## src/rtl/mrs_pkg.sv

```systemverilog
// shared types and constants for the modbus rtu slave
`timescale 1ns / 1ps
`default_nettype none
package mrs_pkg;

    localparam logic [2:0] FUNC_BYTE    = 3'd0;
    localparam logic [2:0] FUNC_WR_OUT  = 3'd1;
    localparam logic [2:0] FUNC_WR_MIN  = 3'd2;
    localparam logic [2:0] FUNC_WR_MAX  = 3'd3;
    localparam logic [2:0] FUNC_RD_IN   = 3'd4;

    localparam logic [7:0] MB_READ_HOLD = 8'd3;
    localparam logic [7:0] MB_WRITE_MUL = 8'd16;
    localparam logic [15:0] CRC_POLY    = 16'hA001;

    localparam logic [7:0] EXC_FUNC  = 8'd1;
    localparam logic [7:0] EXC_RANGE = 8'd2;
    localparam logic [7:0] EXC_VALUE = 8'd3;

    localparam logic [1:0] TBL_OUT = 2'd0;
    localparam logic [1:0] TBL_MIN = 2'd1;
    localparam logic [1:0] TBL_MAX = 2'd2;
    localparam logic [1:0] TBL_IN  = 2'd3;

    typedef enum logic [4:0] {
        ST_IDLE,
        ST_CLEAR,
        ST_HDR,
        ST_CRC_RD,
        ST_CRC_BIT,
        ST_CRC_CHK,
        ST_CHECK,
        ST_LIM_RD,
        ST_LIM_HI,
        ST_LIM_LO,
        ST_LIM_TBL,
        ST_LIM_CMP,
        ST_WR_HI,
        ST_WR_LO,
        ST_WR_TBL,
        ST_RSP_PREP,
        ST_RSP_RD,
        ST_RSP_BIT,
        ST_RSP_OUT,
        ST_LOCAL_RD,
        ST_LOCAL_OUT
    } state_t;

    // one bit step of reflected crc-16
    function automatic logic [15:0] crc_bit(input logic [15:0] c);
        crc_bit = c[0] ? ((c >> 1) ^ CRC_POLY) : (c >> 1);
    endfunction

endpackage
`default_nettype wire

```

## src/rtl/mrs_regfile.sv

```systemverilog
// register tables: output regs, min and max limits, input regs
`timescale 1ns / 1ps
`default_nettype none
module mrs_regfile #(
    parameter int IN_REG_COUNT  = 16,
    parameter int OUT_REG_COUNT = 16
) (
    input  wire logic         clk,
    input  wire logic         rst_n,
    input  wire logic         clr,
    input  wire logic [4:0]   clr_idx,
    input  wire logic         we,
    input  wire logic [1:0]   wsel,
    input  wire logic [4:0]   widx,
    input  wire logic [15:0]  wdata,
    input  wire logic [1:0]   rsel,
    input  wire logic [4:0]   ridx,
    output logic      [15:0]  rdata
);
    import mrs_pkg::*;

    localparam int OW = (OUT_REG_COUNT > 1) ? $clog2(OUT_REG_COUNT) : 1;
    localparam int IW = (IN_REG_COUNT > 1) ? $clog2(IN_REG_COUNT) : 1;

    logic [15:0] out_mem [OUT_REG_COUNT];
    logic [15:0] min_mem [IN_REG_COUNT];
    logic [15:0] max_mem [IN_REG_COUNT];
    logic [15:0] in_mem  [IN_REG_COUNT];

    // write port, clearing sweep after reset
    always_ff @(posedge clk)
    begin
        if (clr)
        begin
            if (int'(clr_idx) < OUT_REG_COUNT)
                out_mem[clr_idx[OW-1:0]] <= '0;
            if (int'(clr_idx) < IN_REG_COUNT)
            begin
                min_mem[clr_idx[IW-1:0]] <= '0;
                max_mem[clr_idx[IW-1:0]] <= '0;
                in_mem[clr_idx[IW-1:0]]  <= '0;
            end
        end
        else if (we)
        begin
            case (wsel)
                TBL_OUT: if (int'(widx) < OUT_REG_COUNT) out_mem[widx[OW-1:0]] <= wdata;
                TBL_MIN: if (int'(widx) < IN_REG_COUNT)  min_mem[widx[IW-1:0]] <= wdata;
                TBL_MAX: if (int'(widx) < IN_REG_COUNT)  max_mem[widx[IW-1:0]] <= wdata;
                default: if (int'(widx) < IN_REG_COUNT)  in_mem[widx[IW-1:0]]  <= wdata;
            endcase
        end
    end

    // registered read port, zero beyond the table
    always_ff @(posedge clk or negedge rst_n)
    begin
        if (!rst_n)
            rdata <= '0;
        else
        begin
            case (rsel)
                TBL_OUT: rdata <= (int'(ridx) < OUT_REG_COUNT) ? out_mem[ridx[OW-1:0]] : '0;
                TBL_MIN: rdata <= (int'(ridx) < IN_REG_COUNT)  ? min_mem[ridx[IW-1:0]] : '0;
                TBL_MAX: rdata <= (int'(ridx) < IN_REG_COUNT)  ? max_mem[ridx[IW-1:0]] : '0;
                default: rdata <= (int'(ridx) < IN_REG_COUNT)  ? in_mem[ridx[IW-1:0]]  : '0;
            endcase
        end
    end

endmodule
`default_nettype wire

```

## src/rtl/modbus_rtu_slave_fc03_fc16.sv

```systemverilog
// modbus rtu slave top level, functions 3 and 16
// Usage: s_axis carries one word per item: tuser = func (3 bits); tdata =
// rx_byte, reg_index, reg_value from bit 0 up; tlast = frame_last. Function 0
// words are frame bytes; at the byte with tlast the frame is checked and
// answered. m_axis gives tuser = result_kind, tdata = tx_byte then read_data
// from bit 0 up, tlast = tx_last. cfg_we/cfg_wdata set the station address.
// A local read waits for the registered table read and then for the output
// register to be free. At end of frame one shared bit-serial crc unit walks
// the buffer, then limits are checked one register at a time, then the
// registers are written; each reply byte is folded bit by bit into the crc
// before it is offered, and the two crc bytes are offered as they stand.
// After reset a clearing sweep of the tables runs over the larger table
// size while s_axis_tready stays low. When the receiver stalls the output
// word holds and the sequencer waits; no word is lost. One item is worked
// at a time.
`timescale 1ns / 1ps
`default_nettype none
module modbus_rtu_slave_fc03_fc16 #(
    parameter int IN_REG_COUNT  = 16,
    parameter int OUT_REG_COUNT = 16,
    parameter int BUF_BYTES     = 64
) (
    input  wire logic        clk,
    input  wire logic        rst_n,
    input  wire logic        cfg_we,
    input  wire logic [7:0]  cfg_wdata,
    input  wire logic        s_axis_tvalid,
    output logic             s_axis_tready,
    input  wire logic [31:0] s_axis_tdata,   // rx_byte[7:0], reg_index[11:8], reg_value[27:12]
    input  wire logic [2:0]  s_axis_tuser,   // func
    input  wire logic        s_axis_tlast,   // frame_last
    output logic             m_axis_tvalid,
    input  wire logic        m_axis_tready,
    output logic [23:0]      m_axis_tdata,   // tx_byte[7:0], read_data[23:8]
    output logic             m_axis_tuser,   // result_kind
    output logic             m_axis_tlast    // tx_last
);
    import mrs_pkg::*;

    localparam int AW = $clog2(BUF_BYTES);
    localparam int CW = $clog2(BUF_BYTES + 1);
    localparam int MAXR = (IN_REG_COUNT > OUT_REG_COUNT) ? IN_REG_COUNT : OUT_REG_COUNT;

    logic [7:0] buf_mem [BUF_BYTES];
    logic [7:0] buf_rd_reg;

    state_t state_reg, state_next;
    logic [7:0]  addr_reg;
    logic [CW-1:0] cnt_reg, cnt_next;
    logic ovf_reg, ovf_next;
    logic [CW-1:0] ptr_reg, ptr_next;
    logic [3:0]  bit_reg, bit_next;
    logic [15:0] crc_reg, crc_next;
    logic [7:0]  fn_reg, fn_next, b0_reg, b0_next;
    logic [16:0] low_reg, low_next, qty_reg, qty_next;
    logic [7:0]  err_reg, err_next;
    logic [16:0] k_reg, k_next;
    logic [15:0] val_reg, val_next, min_reg, min_next;
    logic [5:0]  rlen_reg, rlen_next, rk_reg, rk_next;
    logic [7:0]  rb_reg, rb_next;
    logic [4:0]  clr_reg, clr_next;
    logic [4:0]  widx_q, widx_next;
    logic [15:0] wval_q, wval_next;

    logic [7:0]  ob_reg, ob_next;
    logic [15:0] od_reg, od_next;
    logic        okind_reg, okind_next, olast_reg, olast_next, ov_reg, ov_next;

    logic        buf_we;
    logic [AW-1:0] buf_ra;
    logic        rf_we;
    logic [1:0]  rf_wsel, rf_rsel;
    logic [4:0]  rf_widx, rf_ridx;
    logic [15:0] rf_wdata, rf_rdata;

    logic [7:0]  in_byte;
    logic [4:0]  in_idx;
    logic [15:0] in_val;
    logic        accept;

    assign in_byte = s_axis_tdata[7:0];
    assign in_idx  = {1'b0, s_axis_tdata[11:8]};
    assign in_val  = s_axis_tdata[27:12];
    assign accept  = s_axis_tvalid && s_axis_tready;
    assign s_axis_tready = (state_reg == ST_IDLE);

    assign m_axis_tvalid = ov_reg;
    assign m_axis_tdata  = {od_reg, ob_reg};
    assign m_axis_tuser  = okind_reg;
    assign m_axis_tlast  = olast_reg;

    // station address
    always_ff @(posedge clk or negedge rst_n)
    begin
        if (!rst_n)
            addr_reg <= 8'd1;
        else if (cfg_we)
            addr_reg <= cfg_wdata;
    end

    // frame buffer
    always_ff @(posedge clk)
    begin
        if (buf_we)
            buf_mem[cnt_reg[AW-1:0]] <= in_byte;
        buf_rd_reg <= buf_mem[buf_ra];
    end

    mrs_regfile #(
        .IN_REG_COUNT  (IN_REG_COUNT),
        .OUT_REG_COUNT (OUT_REG_COUNT)
    ) u_regs (
        .clk     (clk),
        .rst_n   (rst_n),
        .clr     (state_reg == ST_CLEAR),
        .clr_idx (clr_reg),
        .we      (rf_we),
        .wsel    (rf_wsel),
        .widx    (rf_widx),
        .wdata   (rf_wdata),
        .rsel    (rf_rsel),
        .ridx    (rf_ridx),
        .rdata   (rf_rdata)
    );

    // state registers
    always_ff @(posedge clk or negedge rst_n)
    begin
        if (!rst_n)
        begin
            state_reg <= ST_CLEAR;
            cnt_reg   <= '0;
            ovf_reg   <= 1'b0;
            clr_reg   <= '0;
            ov_reg    <= 1'b0;
        end
        else
        begin
            state_reg <= state_next;
            cnt_reg   <= cnt_next;
            ovf_reg   <= ovf_next;
            clr_reg   <= clr_next;
            ov_reg    <= ov_next;
        end
    end

    // datapath registers
    always_ff @(posedge clk)
    begin
        ptr_reg <= ptr_next;  bit_reg <= bit_next;  crc_reg <= crc_next;
        fn_reg <= fn_next;    b0_reg <= b0_next;    low_reg <= low_next;
        qty_reg <= qty_next;  err_reg <= err_next;  k_reg <= k_next;
        val_reg <= val_next;  min_reg <= min_next;  rlen_reg <= rlen_next;
        rk_reg <= rk_next;    rb_reg <= rb_next;
        widx_q <= widx_next;  wval_q <= wval_next;
        ob_reg <= ob_next;    od_reg <= od_next;    okind_reg <= okind_next;
        olast_reg <= olast_next;
    end

    // sequencer
    always_comb
    begin
        state_next = state_reg;
        cnt_next = cnt_reg;   ovf_next = ovf_reg;   clr_next = clr_reg;
        ptr_next = ptr_reg;   bit_next = bit_reg;   crc_next = crc_reg;
        fn_next = fn_reg;     b0_next = b0_reg;     low_next = low_reg;
        qty_next = qty_reg;   err_next = err_reg;   k_next = k_reg;
        val_next = val_reg;   min_next = min_reg;   rlen_next = rlen_reg;
        rk_next = rk_reg;     rb_next = rb_reg;
        widx_next = widx_q;   wval_next = wval_q;
        ob_next = ob_reg;     od_next = od_reg;     okind_next = okind_reg;
        olast_next = olast_reg;
        ov_next = ov_reg && !m_axis_tready;
        buf_we = 1'b0;
        buf_ra = ptr_reg[AW-1:0];
        rf_we = 1'b0;  rf_wsel = TBL_OUT;  rf_widx = widx_q;  rf_wdata = wval_q;
        rf_rsel = TBL_OUT;  rf_ridx = widx_q;

        case (state_reg)
            ST_CLEAR:
            begin
                clr_next = clr_reg + 5'd1;
                if (int'(clr_reg) == MAXR - 1)
                    state_next = ST_IDLE;
            end
            ST_IDLE:
            begin
                if (accept)
                begin
                    case (s_axis_tuser)
                        FUNC_BYTE:
                        begin
                            if (int'(cnt_reg) < BUF_BYTES)
                            begin
                                buf_we = 1'b1;
                                cnt_next = cnt_reg + 1'b1;
                            end
                            else
                                ovf_next = 1'b1;
                            if (s_axis_tlast)
                            begin
                                ptr_next = '0;
                                state_next = ST_HDR;
                            end
                        end
                        FUNC_WR_OUT, FUNC_WR_MIN, FUNC_WR_MAX:
                        begin
                            rf_we = 1'b1;
                            rf_widx = in_idx;
                            rf_wdata = in_val;
                            rf_wsel = (s_axis_tuser == FUNC_WR_OUT) ? TBL_OUT :
                                      (s_axis_tuser == FUNC_WR_MIN) ? TBL_MIN : TBL_MAX;
                        end
                        FUNC_RD_IN:
                        begin
                            rf_rsel = TBL_IN;
                            rf_ridx = in_idx;
                            widx_next = in_idx;
                            state_next = ST_LOCAL_RD;
                        end
                        default: ;
                    endcase
                end
            end
            // keep the input table selected until the word is loaded
            ST_LOCAL_RD:
            begin
                rf_rsel = TBL_IN;
                state_next = ST_LOCAL_OUT;
            end
            ST_LOCAL_OUT:
            begin
                rf_rsel = TBL_IN;
                if (!ov_next)
                begin
                    ov_next = 1'b1;  okind_next = 1'b1;  ob_next = '0;
                    olast_next = 1'b0;  od_next = rf_rdata;
                    state_next = ST_IDLE;
                end
            end
            // read header bytes 0..5 one per cycle (registered buffer read)
            ST_HDR:
            begin
                if (cnt_reg < CW'(8) || ovf_reg)
                begin
                    cnt_next = '0;  ovf_next = 1'b0;  state_next = ST_IDLE;
                end
                else
                begin
                    ptr_next = ptr_reg + 1'b1;
                    case (ptr_reg)
                        CW'(1): b0_next = buf_rd_reg;
                        CW'(2): fn_next = buf_rd_reg;
                        CW'(3): low_next = {1'b0, buf_rd_reg, 8'd0};
                        CW'(4): low_next = {1'b0, low_reg[15:8], buf_rd_reg};
                        CW'(5): qty_next = {1'b0, buf_rd_reg, 8'd0};
                        CW'(6): qty_next = {1'b0, qty_reg[15:8], buf_rd_reg};
                        default: ;
                    endcase
                    if (ptr_reg == CW'(6))
                    begin
                        ptr_next = '0;  crc_next = 16'hFFFF;  bit_next = '0;
                        state_next = ST_CHECK;
                    end
                end
            end
            ST_CHECK:
            begin
                err_next = '0;
                state_next = ST_CRC_RD;
                if (!(b0_reg == addr_reg || b0_reg == 8'd0))
                begin
                    cnt_next = '0;  ovf_next = 1'b0;  state_next = ST_IDLE;
                end
                else if (fn_reg == MB_READ_HOLD)
                begin
                    if (cnt_reg != CW'(8) && cnt_reg != CW'(9))
                    begin
                        cnt_next = '0;  ovf_next = 1'b0;  state_next = ST_IDLE;
                    end
                    else if (low_reg + qty_reg > 17'(OUT_REG_COUNT))
                        err_next = EXC_RANGE;
                end
                else if (fn_reg == MB_WRITE_MUL)
                begin
                    if (17'(cnt_reg) != {qty_reg[15:0], 1'b0} + 17'd9 || qty_reg[16])
                    begin
                        cnt_next = '0;  ovf_next = 1'b0;  state_next = ST_IDLE;
                    end
                    else if (low_reg + qty_reg > 17'(IN_REG_COUNT))
                        err_next = EXC_RANGE;
                end
                else
                    err_next = EXC_FUNC;
            end
            // crc over buffer bytes 0..n-3
            ST_CRC_RD:
                state_next = ST_CRC_BIT;
            ST_CRC_BIT:
            begin
                if (bit_reg == 4'd0)
                begin
                    crc_next = crc_reg ^ {8'd0, buf_rd_reg};
                    bit_next = 4'd1;
                end
                else
                begin
                    crc_next = crc_bit(crc_reg);
                    bit_next = bit_reg + 4'd1;
                    if (bit_reg == 4'd8)
                    begin
                        bit_next = '0;
                        ptr_next = ptr_reg + 1'b1;
                        state_next = (ptr_reg + 1'b1 == cnt_reg - CW'(2)) ?
                                     ST_CRC_CHK : ST_CRC_RD;
                    end
                end
            end
            ST_CRC_CHK:
            begin
                // ptr at n-2 reads low, then n-1 reads high
                if (bit_reg == 4'd0)
                begin
                    bit_next = 4'd1;
                    ptr_next = ptr_reg + 1'b1;
                end
                else if (bit_reg == 4'd1)
                begin
                    bit_next = 4'd2;
                    if (buf_rd_reg != crc_reg[7:0])
                    begin
                        bit_next = '0;  cnt_next = '0;  ovf_next = 1'b0;
                        state_next = ST_IDLE;
                    end
                end
                else
                begin
                    bit_next = '0;
                    k_next = '0;
                    ptr_next = CW'(7);
                    if (buf_rd_reg != crc_reg[15:8])
                    begin
                        cnt_next = '0;  ovf_next = 1'b0;  state_next = ST_IDLE;
                    end
                    else if (err_reg == 8'd0 && fn_reg == MB_WRITE_MUL)
                        state_next = ST_LIM_RD;
                    else
                        state_next = ST_RSP_PREP;
                end
            end
            // limit check: value from buffer, min and max from tables
            ST_LIM_RD:
            begin
                if (k_reg == qty_reg)
                begin
                    k_next = '0;  ptr_next = CW'(7);
                    state_next = (err_reg == 8'd0) ? ST_WR_HI : ST_RSP_PREP;
                end
                else
                    state_next = ST_LIM_HI;
            end
            ST_LIM_HI:
            begin
                ptr_next = ptr_reg + 1'b1;
                state_next = ST_LIM_LO;
            end
            ST_LIM_LO:
            begin
                val_next = {buf_rd_reg, 8'd0};
                rf_rsel = TBL_MIN;  rf_ridx = 5'(low_reg + k_reg);
                state_next = ST_LIM_TBL;
            end
            ST_LIM_TBL:
            begin
                val_next = {val_reg[15:8], buf_rd_reg};
                rf_rsel = TBL_MAX;  rf_ridx = 5'(low_reg + k_reg);
                state_next = ST_LIM_CMP;
                ptr_next = ptr_reg + 1'b1;
                min_next = rf_rdata;
            end
            ST_LIM_CMP:
            begin
                if (val_reg < min_reg || (rf_rdata != 16'd0 && val_reg > rf_rdata))
                    err_next = EXC_VALUE;
                k_next = k_reg + 17'd1;
                state_next = ST_LIM_RD;
            end
            // write input registers
            ST_WR_HI:
            begin
                if (k_reg == qty_reg)
                    state_next = ST_RSP_PREP;
                else
                begin
                    ptr_next = ptr_reg + 1'b1;
                    state_next = ST_WR_LO;
                end
            end
            ST_WR_LO:
            begin
                ptr_next = ptr_reg + 1'b1;
                wval_next = {buf_rd_reg, 8'd0};
                state_next = ST_WR_TBL;
            end
            ST_WR_TBL:
            begin
                rf_we = 1'b1;  rf_wsel = TBL_IN;
                rf_widx = 5'(low_reg + k_reg);
                rf_wdata = {wval_q[15:8], buf_rd_reg};
                k_next = k_reg + 17'd1;
                state_next = ST_WR_HI;
            end
            ST_RSP_PREP:
            begin
                cnt_next = '0;  ovf_next = 1'b0;
                crc_next = 16'hFFFF;  rk_next = '0;  bit_next = '0;
                if (b0_reg == 8'd0)
                    state_next = ST_IDLE;
                else
                begin
                    rlen_next = (err_reg != 8'd0) ? 6'd3 :
                                (fn_reg == MB_READ_HOLD) ? 6'(17'd3 + {qty_reg[15:0], 1'b0}) :
                                6'd6;
                    state_next = ST_RSP_RD;
                end
            end
            // build reply byte rk, table read for data bytes
            ST_RSP_RD:
            begin
                rf_rsel = TBL_OUT;
                rf_ridx = 5'(low_reg + 17'(rk_reg - 6'd3 >> 1));
                if (rk_reg >= rlen_reg + 6'd2)
                    state_next = ST_IDLE;
                else
                    state_next = ST_RSP_BIT;
            end
            ST_RSP_BIT:
            begin
                if (bit_reg == 4'd0)
                begin
                    if (rk_reg == rlen_reg)
                        rb_next = crc_reg[7:0];
                    else if (rk_reg == rlen_reg + 6'd1)
                        rb_next = crc_reg[15:8];
                    else if (rk_reg == 6'd0)
                        rb_next = b0_reg;
                    else if (rk_reg == 6'd1)
                        rb_next = (err_reg != 8'd0) ? (fn_reg | 8'h80) : fn_reg;
                    else if (err_reg != 8'd0)
                        rb_next = err_reg;
                    else if (fn_reg == MB_READ_HOLD)
                        rb_next = (rk_reg == 6'd2) ? 8'(qty_reg << 1) :
                                  (rk_reg[0]) ? rf_rdata[15:8] : rf_rdata[7:0];
                    else
                        case (rk_reg)
                            6'd2: rb_next = low_reg[15:8];
                            6'd3: rb_next = low_reg[7:0];
                            6'd4: rb_next = qty_reg[15:8];
                            default: rb_next = qty_reg[7:0];
                        endcase
                    bit_next = 4'd1;
                    if (rk_reg >= rlen_reg)
                        bit_next = 4'd10;
                end
                else if (bit_reg == 4'd1)
                begin
                    crc_next = crc_reg ^ {8'd0, rb_reg};
                    bit_next = 4'd2;
                end
                else if (bit_reg < 4'd10)
                begin
                    crc_next = crc_bit(crc_reg);
                    bit_next = bit_reg + 4'd1;
                end
                else
                    state_next = ST_RSP_OUT;
            end
            ST_RSP_OUT:
            begin
                if (!ov_next)
                begin
                    ov_next = 1'b1;  okind_next = 1'b0;  ob_next = rb_reg;
                    od_next = '0;
                    olast_next = (rk_reg == rlen_reg + 6'd1);
                    rk_next = rk_reg + 6'd1;
                    bit_next = '0;
                    state_next = ST_RSP_RD;
                end
            end
            default:
                state_next = ST_IDLE;
        endcase
    end

endmodule
`default_nettype wire
```

## config.mk

```make
export PLATFORM = sky130hd
export DESIGN_NAME = modbus_rtu_slave_fc03_fc16
export DESIGN_NICKNAME = d
export VERILOG_FILES = /design/src/rtl/mrs_pkg.sv /design/src/rtl/mrs_regfile.sv /design/src/rtl/modbus_rtu_slave_fc03_fc16.sv
export SDC_FILE = /design/constraint.sdc
export NUM_CORES = 2
export LEC_CHECK = 0
export BUFFER_PORTS_ARGS = -buffer_cell sky130_fd_sc_hd__clkbuf_2
export CORE_UTILIZATION = 60
export DETAILED_ROUTE_END_ITERATION = 10
export GPL_ROUTABILITY_DRIVEN = 0
export PLACE_DENSITY = 0.76
export SKIP_CTS_REPAIR_TIMING = 1
export SLEW_MARGIN = 20
export SYNTH_ARGS = -nofsm -noshare
export SYNTH_HDL_FRONTEND = slang
export SYNTH_SLANG_ARGS = --single-unit
```

## constraint.sdc

```tcl
create_clock -name clk -period 6 [get_ports clk]
set_clock_uncertainty 0.05 [all_clocks]
set_input_delay 0.3 -clock clk [delete_from_list [all_inputs] [get_ports clk]]
set_output_delay 0.3 -clock clk [all_outputs]
set_load 0.01 [all_outputs]
```

After elaboration in Yosys (flattened, before gate mapping)
Memories as Yosys holds them, arrays and structs flattened. A register that Yosys moved wholly into a read port is not among the register bits.
Cells that the tools add are included.
{"block": "word_totals", "register_bits": 236, "ram_bits": 1536, "output_inout_bits": 28, "memories": 5}
{"memory": "buf_mem", "words": 64, "width": 8, "read_ports": 1, "rd_ports_with_merged_regs": 1, "wr": 1, "line": "modbus_rtu_slave_fc03_fc16.sv:44", "rtl": "logic [7:0] buf_mem [BUF_BYTES];"}
{"memory": "u_regs.in_mem", "words": 16, "width": 16, "read_ports": 1, "rd_ports_with_merged_regs": 0, "wr": 1, "line": "mrs_regfile.sv:28", "rtl": "logic [15:0] in_mem [IN_REG_COUNT];"}
{"memory": "u_regs.max_mem", "words": 16, "width": 16, "read_ports": 1, "rd_ports_with_merged_regs": 0, "wr": 1, "line": "mrs_regfile.sv:27", "rtl": "logic [15:0] max_mem [IN_REG_COUNT];"}
{"memory": "u_regs.min_mem", "words": 16, "width": 16, "read_ports": 1, "rd_ports_with_merged_regs": 0, "wr": 1, "line": "mrs_regfile.sv:26", "rtl": "logic [15:0] min_mem [IN_REG_COUNT];"}
{"memory": "u_regs.out_mem", "words": 16, "width": 16, "read_ports": 1, "rd_ports_with_merged_regs": 0, "wr": 1, "line": "mrs_regfile.sv:25", "rtl": "logic [15:0] out_mem [OUT_REG_COUNT];"}
{"block": "classes", "add_sub_neg": 15, "magnitude_cmp": 11, "eq_ne": 85, "mux": 194, "n_bitwise": 9, "n_reduce_logical": 62}
{"op": "$mux 16", "count": 19}
{"op": "$mux 7", "count": 24}
{"op": "$mux 8", "count": 16}
{"op": "$mux 5", "count": 23}
{"op": "$pmux 5 s21", "count": 1}
{"op": "$pmux 16 s2", "count": 3}
{"op": "$mux 4", "count": 17}
{"op": "$pmux 17 s2", "count": 2}
{"op": "$pmux 16 s4", "count": 1}
{"op": "$reduce_or 16->1", "count": 4}
{"op": "$mux 17", "count": 3}
{"op": "$pmux 17 s3", "count": 1}
{"op": "$mux 1", "count": 49}
{"op": "$pmux 7 s7", "count": 1}
{"op": "$pmux 16 s3", "count": 1}
{"op": "$eq 5x4->1 const B", "count": 8}
{"op": "$pmux 7 s5", "count": 1}
{"op": "$ne 2x2->1 const B", "count": 17}
{"op": "$pmux 8 s2", "count": 2}
{"op": "$xor 16x8->16", "count": 2}
{"op": "$eq 5x5->1 const B", "count": 6}
{"op": "$mux 2", "count": 14}
{"op": "$pmux 4 s6", "count": 1}
{"op": "$pmux 8 s3", "count": 1}
{"op": "other kinds (86)", "count": 159}

Depth between registers and ports, before layout
{"block": "depth", "depth_word": 14, "depth_mapped": 17, "depth_no_buf": 12}

Cells and area by module
A second synthesis with hierarchy kept.
{"block": "hier_totals", "cells_unflattened": 4369, "area_unflattened_um2": 74883.1}
{"mod": "mrs_regfile", "n_inst": 1, "cells_each": 2162, "area_each_um2": 41001.8, "seq_area_each_um2": 31149.9}
{"mod": "modbus_rtu_slave_fc03_fc16", "n_inst": 1, "cells_each": 2207, "area_each_um2": 33881.2, "seq_area_each_um2": 21768.4}

Worst setup path before layout
OpenSTA, ideal clock, no wires.
{"block": "synth_path", "kind": "register to register", "from": "register k_reg[0]", "to": "memory u_regs.in_mem[13][0] (enable)", "setup_ns": 0.409, "t_arrival_ns": 3.707, "path_slack_ns": 1.834, "path_stages_with_launch": 11, "n_path_buf": 1, "period_less_slack_ns": 4.166, "path_cell_list": "edfxtp_1 -> ha_1 -> fa_1 -> a21o_1 -> a21oi_1 -> xnor2_1 -> nand2_1 -> clkbuf_1 -> a21oi_1 -> or3_1 -> nor3_1"}
{"block": "synth_via", "elab_chain_len": 10}
{"item": "start: declaration", "line": "modbus_rtu_slave_fc03_fc16.sv:57", "rtl": "logic [16:0] k_reg, k_next;"}
{"item": "start signal: assignment", "line": "modbus_rtu_slave_fc03_fc16.sv:152", "rtl": "qty_reg <= qty_next; err_reg <= err_next; k_reg <= k_next;"}
{"item": "$add 5x5->5 (*)", "line": "modbus_rtu_slave_fc03_fc16.sv:408", "rtl": "rf_widx = 5'(low_reg + k_reg);"}
{"item": "$pmux 5 s2 (*)", "line": "modbus_rtu_slave_fc03_fc16.sv:179", "rtl": "case (state_reg)"}
{"item": "$lt 5x5->1", "line": "mrs_regfile.sv:50", "rtl": "default: if (int'(widx) < IN_REG_COUNT) in_mem[widx[IW-1:0]] <= wdata;"}
{"item": "$mux 1", "line": "mrs_regfile.sv:50"}
{"item": "$mux 1", "line": "mrs_regfile.sv:46", "rtl": "case (wsel)"}
{"item": "$mux 1", "line": "mrs_regfile.sv:44", "rtl": "else if (we)"}
{"item": "$mux 1", "line": "mrs_regfile.sv:33", "rtl": "if (clr)"}
{"item": "$mux 1 (implied by the code)", "line": "mrs_regfile.sv:50"}
{"item": "$reduce_or 16->1 (no source line)"}
{"item": "$mux 4 (no source line) or $mux 1 (tied branches)"}
{"item": "end: declaration", "line": "mrs_regfile.sv:28"}
Every way passes the cells marked *; elsewhere a longest branch is shown, timed or not.

Worst setup path after layout
{"block": "layout_path", "from": "register rk_reg[0]", "to": "register u_regs.rdata[15]"}
{"block": "layout_via", "elab_chain_len": 6}
{"item": "start: declaration", "line": "modbus_rtu_slave_fc03_fc16.sv:59", "rtl": "logic [5:0] rlen_reg, rlen_next, rk_reg, rk_next;"}
{"item": "start signal: assignment", "line": "modbus_rtu_slave_fc03_fc16.sv:154", "rtl": "rk_reg <= rk_next; rb_reg <= rb_next;"}
{"item": "$sub 6x2->6 (*)", "line": "modbus_rtu_slave_fc03_fc16.sv:431", "rtl": "rf_ridx = 5'(low_reg + 17'(rk_reg - 6'd3 >> 1));"}
{"item": "$add 5x5->5 (*)", "line": "modbus_rtu_slave_fc03_fc16.sv:431"}
{"item": "$pmux 5 s3 (*)", "line": "modbus_rtu_slave_fc03_fc16.sv:179"}
{"item": "$mem_v2 16x16 (tied with other cells)"}
{"item": "$mux 16, on equally long branches"}
{"item": "$pmux 16 s3 (*)", "line": "mrs_regfile.sv:62", "rtl": "case (rsel)"}
{"item": "end signal: assignment", "line": "mrs_regfile.sv:63", "rtl": "TBL_OUT: rdata <= (int'(ridx) < OUT_REG_COUNT) ? out_mem[ridx[OW-1:0]] : '0;"}
{"item": "end signal: assignment", "line": "mrs_regfile.sv:64", "rtl": "TBL_MIN: rdata <= (int'(ridx) < IN_REG_COUNT) ? min_mem[ridx[IW-1:0]] : '0;"}
{"item": "end signal: assignment", "line": "mrs_regfile.sv:66", "rtl": "default: rdata <= (int'(ridx) < IN_REG_COUNT) ? in_mem[ridx[IW-1:0]] : '0;"}
{"item": "end: declaration", "line": "mrs_regfile.sv:18", "rtl": "output logic [15:0] rdata"}
Marked as above.
A chain may end at the register's enable or synchronous reset.

==> flow_summary.ini <==
[cells_and_area]
mostFrequentLayoutCell = edfxtp_1
nFillCells = 7912
design_area_um2 = 83260
nets = 5218
syn2layout_area_growth_pct = 10.98
largest_register_ff_count = 512
final_cell_mix = 1721 x edfxtp_1, 663 x nand2_1, 283 x nor2_1
drive_gt1_share_pct = 15.72

[global_routing]
antenna_found_initial = 7
grtUsageTotal_pct = 31.73
grt_first_pass_wirelength_um = 291700
grt_start_max_net_pins = 96
gr-total-overflow = 0
grt_pass1_vias = 44399
met2_usage_pct = 47.93
grt_use_met1_pct = 44.00
grt-busiest-layer = met2
use_met3_pct = 7.995

[power_and_ir_drop]
seq_power_share_pct = 56.4
p_leak_nw = 26.56
p_total_mw = 23.83
power.density_nw_per_um2 = 286.3
clkPwrFrac_pct = 43.1
p_int_mw = 19.13
swShare_pct = 19.75
ir_worst_vdd_v = 0.0001911
switchingPower_mw = 4.707
p_comb_share_pct = 0.5

[logic_synthesis]
synth_nets = 5064
synth-warning-count = 0
synthFlopType = edfxtp_1
synth_cell_types = 88
synth_seq_cells = 1772
synth-edff-count = 1721
synth_area_um2 = 75020
synthArstFlopShare_pct = 2.427
syn-mean-instance-area_um2 = 15.25
netlist_instances = 4920
ys_seq_area_share_pct = 70.53

[sta]
relSlewSlack_pct = 9.188
max_freq_mhz = 187.4
setup_tns_ns = 0
setup_violations = 0
rsz0062_at_grt = no
finalMaxSlewViolations = 0
hold_viol = 0
min_period_ns = 5.336
worst_pin_slew_ns = 1.324
fin_crit_sh_pct = 88.93

[min_path]
whs_path_depth = 1
worstHoldStart = s_axis_tdata[2]
worstHoldEndpoint = buf_mem[46][2]
hold_path.class = primary input to flop

[run_status]
violations = DRC
outcome = finished, violations left

[worst_setup_path]
reg2reg_from = rk_reg[0]
required_ns = 6.70
startpoint_type = flop
r2r_cells = 13
cp_max_fo = 58
cp_slowest_stage_delay_ns = 0.93
critPathSlowestCell = a2111oi_1
r2r-end = u_regs.rdata[15]
arrival_ns = 6.03
critPathMostFrequentCell = ha_1
crit_type = flop to flop
path_cells = inv_1, ha_1, ha_1, fa_1, and4b_1, a221o_1, a21oi_4, buf_12, nand2_1, nand3_1, a21oi_1, a2111oi_1, o21a_1
critPathCaptureType = flop
reg2reg_setup_slack_ns = 0.66

[flow_run]
drv_cap = 0

[detailed_routing]
avgRoutedWirePerCell_um = 29.29
final_antenna_net_count = 0
dr.pass1.iters = 9
via_per_inst = 6.767
first_iter_violations = 7610
dr_total_vias = 46265
wl_um = 200200
drc_errors = 48

[floorplanning]
die-area_um2 = 126500
core_um2 = 123800
io_pins = 77
initial_utilization_pct = 60.60
fp.dieW_um = 355.6
num_rows = 129
die_h_um = 355.6

[placement]
place_area_um2 = 77700
numPortBuffers = 72
dp_hpwl_um = 123600

[clocking]
cts_htree_levels = 4
cts.sinks = 1772
cts_buffers = 167
root_buffer = clkbuf_16
cts_tree = built
clk_latency_ns = 0.82
clk_pin_slew_ns = 0.06
clockBufferDepth = 3
## cells in the mapped netlist (45+ instances only)
cell type / instances / share of area (%)
xor2_1: 70 / 0.82
a21oi_1: 234 / 1.6
clkbuf_1: 145 / 0.73
mux2i_1: 72 / 0.96
and3_1: 51 / 0.43
xnor2_1: 52 / 0.61
a31oi_1: 47 / 0.39
nor3_1: 50 / 0.33
nand4_1: 53 / 0.44
o21ai_0: 73 / 0.49
inv_1: 68 / 0.34
buf_2: 75 / 0.50
nand2_1: 663 / 3.3
ha_1: 92 / 1.5
nor2_1: 323 / 1.6
edfxtp_1: 1721 / 69
a22oi_1: 68 / 0.68
and2_1: 45 / 0.38
mux4_2: 250 / 7.5
nand3_1: 207 / 1.4
## layout make-up
class	count	area (um2)	area share, %
Antenna cell	3	7.507	0.009016
Inverter	70	262.8	0.3156
Timing Repair Buffer	271	2090	2.510
Clock buffer	215	4472	5.371
Multi-Input combinational cell	2792	20740	24.91
Tap cell	1637	2048	2.460
Sequential cell	1772	52920	63.56
Clock inverter	77	720.7	0.8656
## through the flow
stage	hold slack [ns]	utilization, %	instances	setup slack, ns
floorplan	-0.04559	-	4920	1.834
global placement	0.3991	62.75	6517	0.7292
detailed placement	0.4096	62.76	6517	0.7513
CTS	-0.4555	66.96	6809	0.7634
global route	0.02950	67.25	6834	0.4693
finish	0.02814	67.26	6837	0.6641
## logic make-up after synthesis
kind of cell | share of synthesized area, %
buffers and inverters | 2.160
muxes | 8.620
and+or+nand+nor | 9.234
xor gates and xnor gates | 1.424
AOI/OAI and AO/OA | 6.412
adders and majority gates | 1.614
DFF | 70.53
## how the worst max path moves through the flow
stage | slack, ns | end | cells after the start | start
after floorplan | 1.83 | u_regs.in_mem[13][0] | 10 | k_reg[0]
after global placement | 0.73 | u_regs.rdata[15] | 13 | rk_reg[0]
after detailed placement | 0.75 | u_regs.rdata[5] | 13 | rk_reg[0]
after CTS | 0.76 | u_regs.rdata[5] | 13 | rk_reg[0]
after global routing | 0.47 | u_regs.rdata[4] | 13 | rk_reg[0]
final | 0.66 | u_regs.rdata[15] | 13 | rk_reg[0]
## power by group through the flow
| stage | Sequential (mW) | Combinational, mW | Clock, mW |
|---|---|---|---|
| 6_report | 13.4 | 0.131 | 10.3 |
| 4_1_cts | 13.4 | 0.110 | 10.3 |
| 3_3_place_gp | 13.7 | 0.0998 | 0 |
| 5_1_grt | 13.4 | 0.136 | 10.7 |
| 2_1_floorplan | 13.7 | 0.0158 | 0 |
| 3_5_place_dp | 13.7 | 0.107 | 0 |
## metal layers
metal	wire (um)	vias up	share of wire, %
li1	-	19366	-
met1	73670	22953	37
met2	91250	3386	46
met3	25570	556	13
met4	9728	4	4.9
met5	23	-	0.011
## worst max-delay path: cells and delay by family (launching register included)
| kind | cells | cell delay [ns] |
|---|---|---|
| AOI/OAI and AO/OA | 5 | 2.30 |
| adders and majority gates | 3 | 1.05 |
| buffers and inverters | 2 | 0.61 |
| DFF | 1 | 0.83 |
| and+or+nand+nor | 3 | 0.44 |
Note: power is estimated with default switching activity, not from simulation.
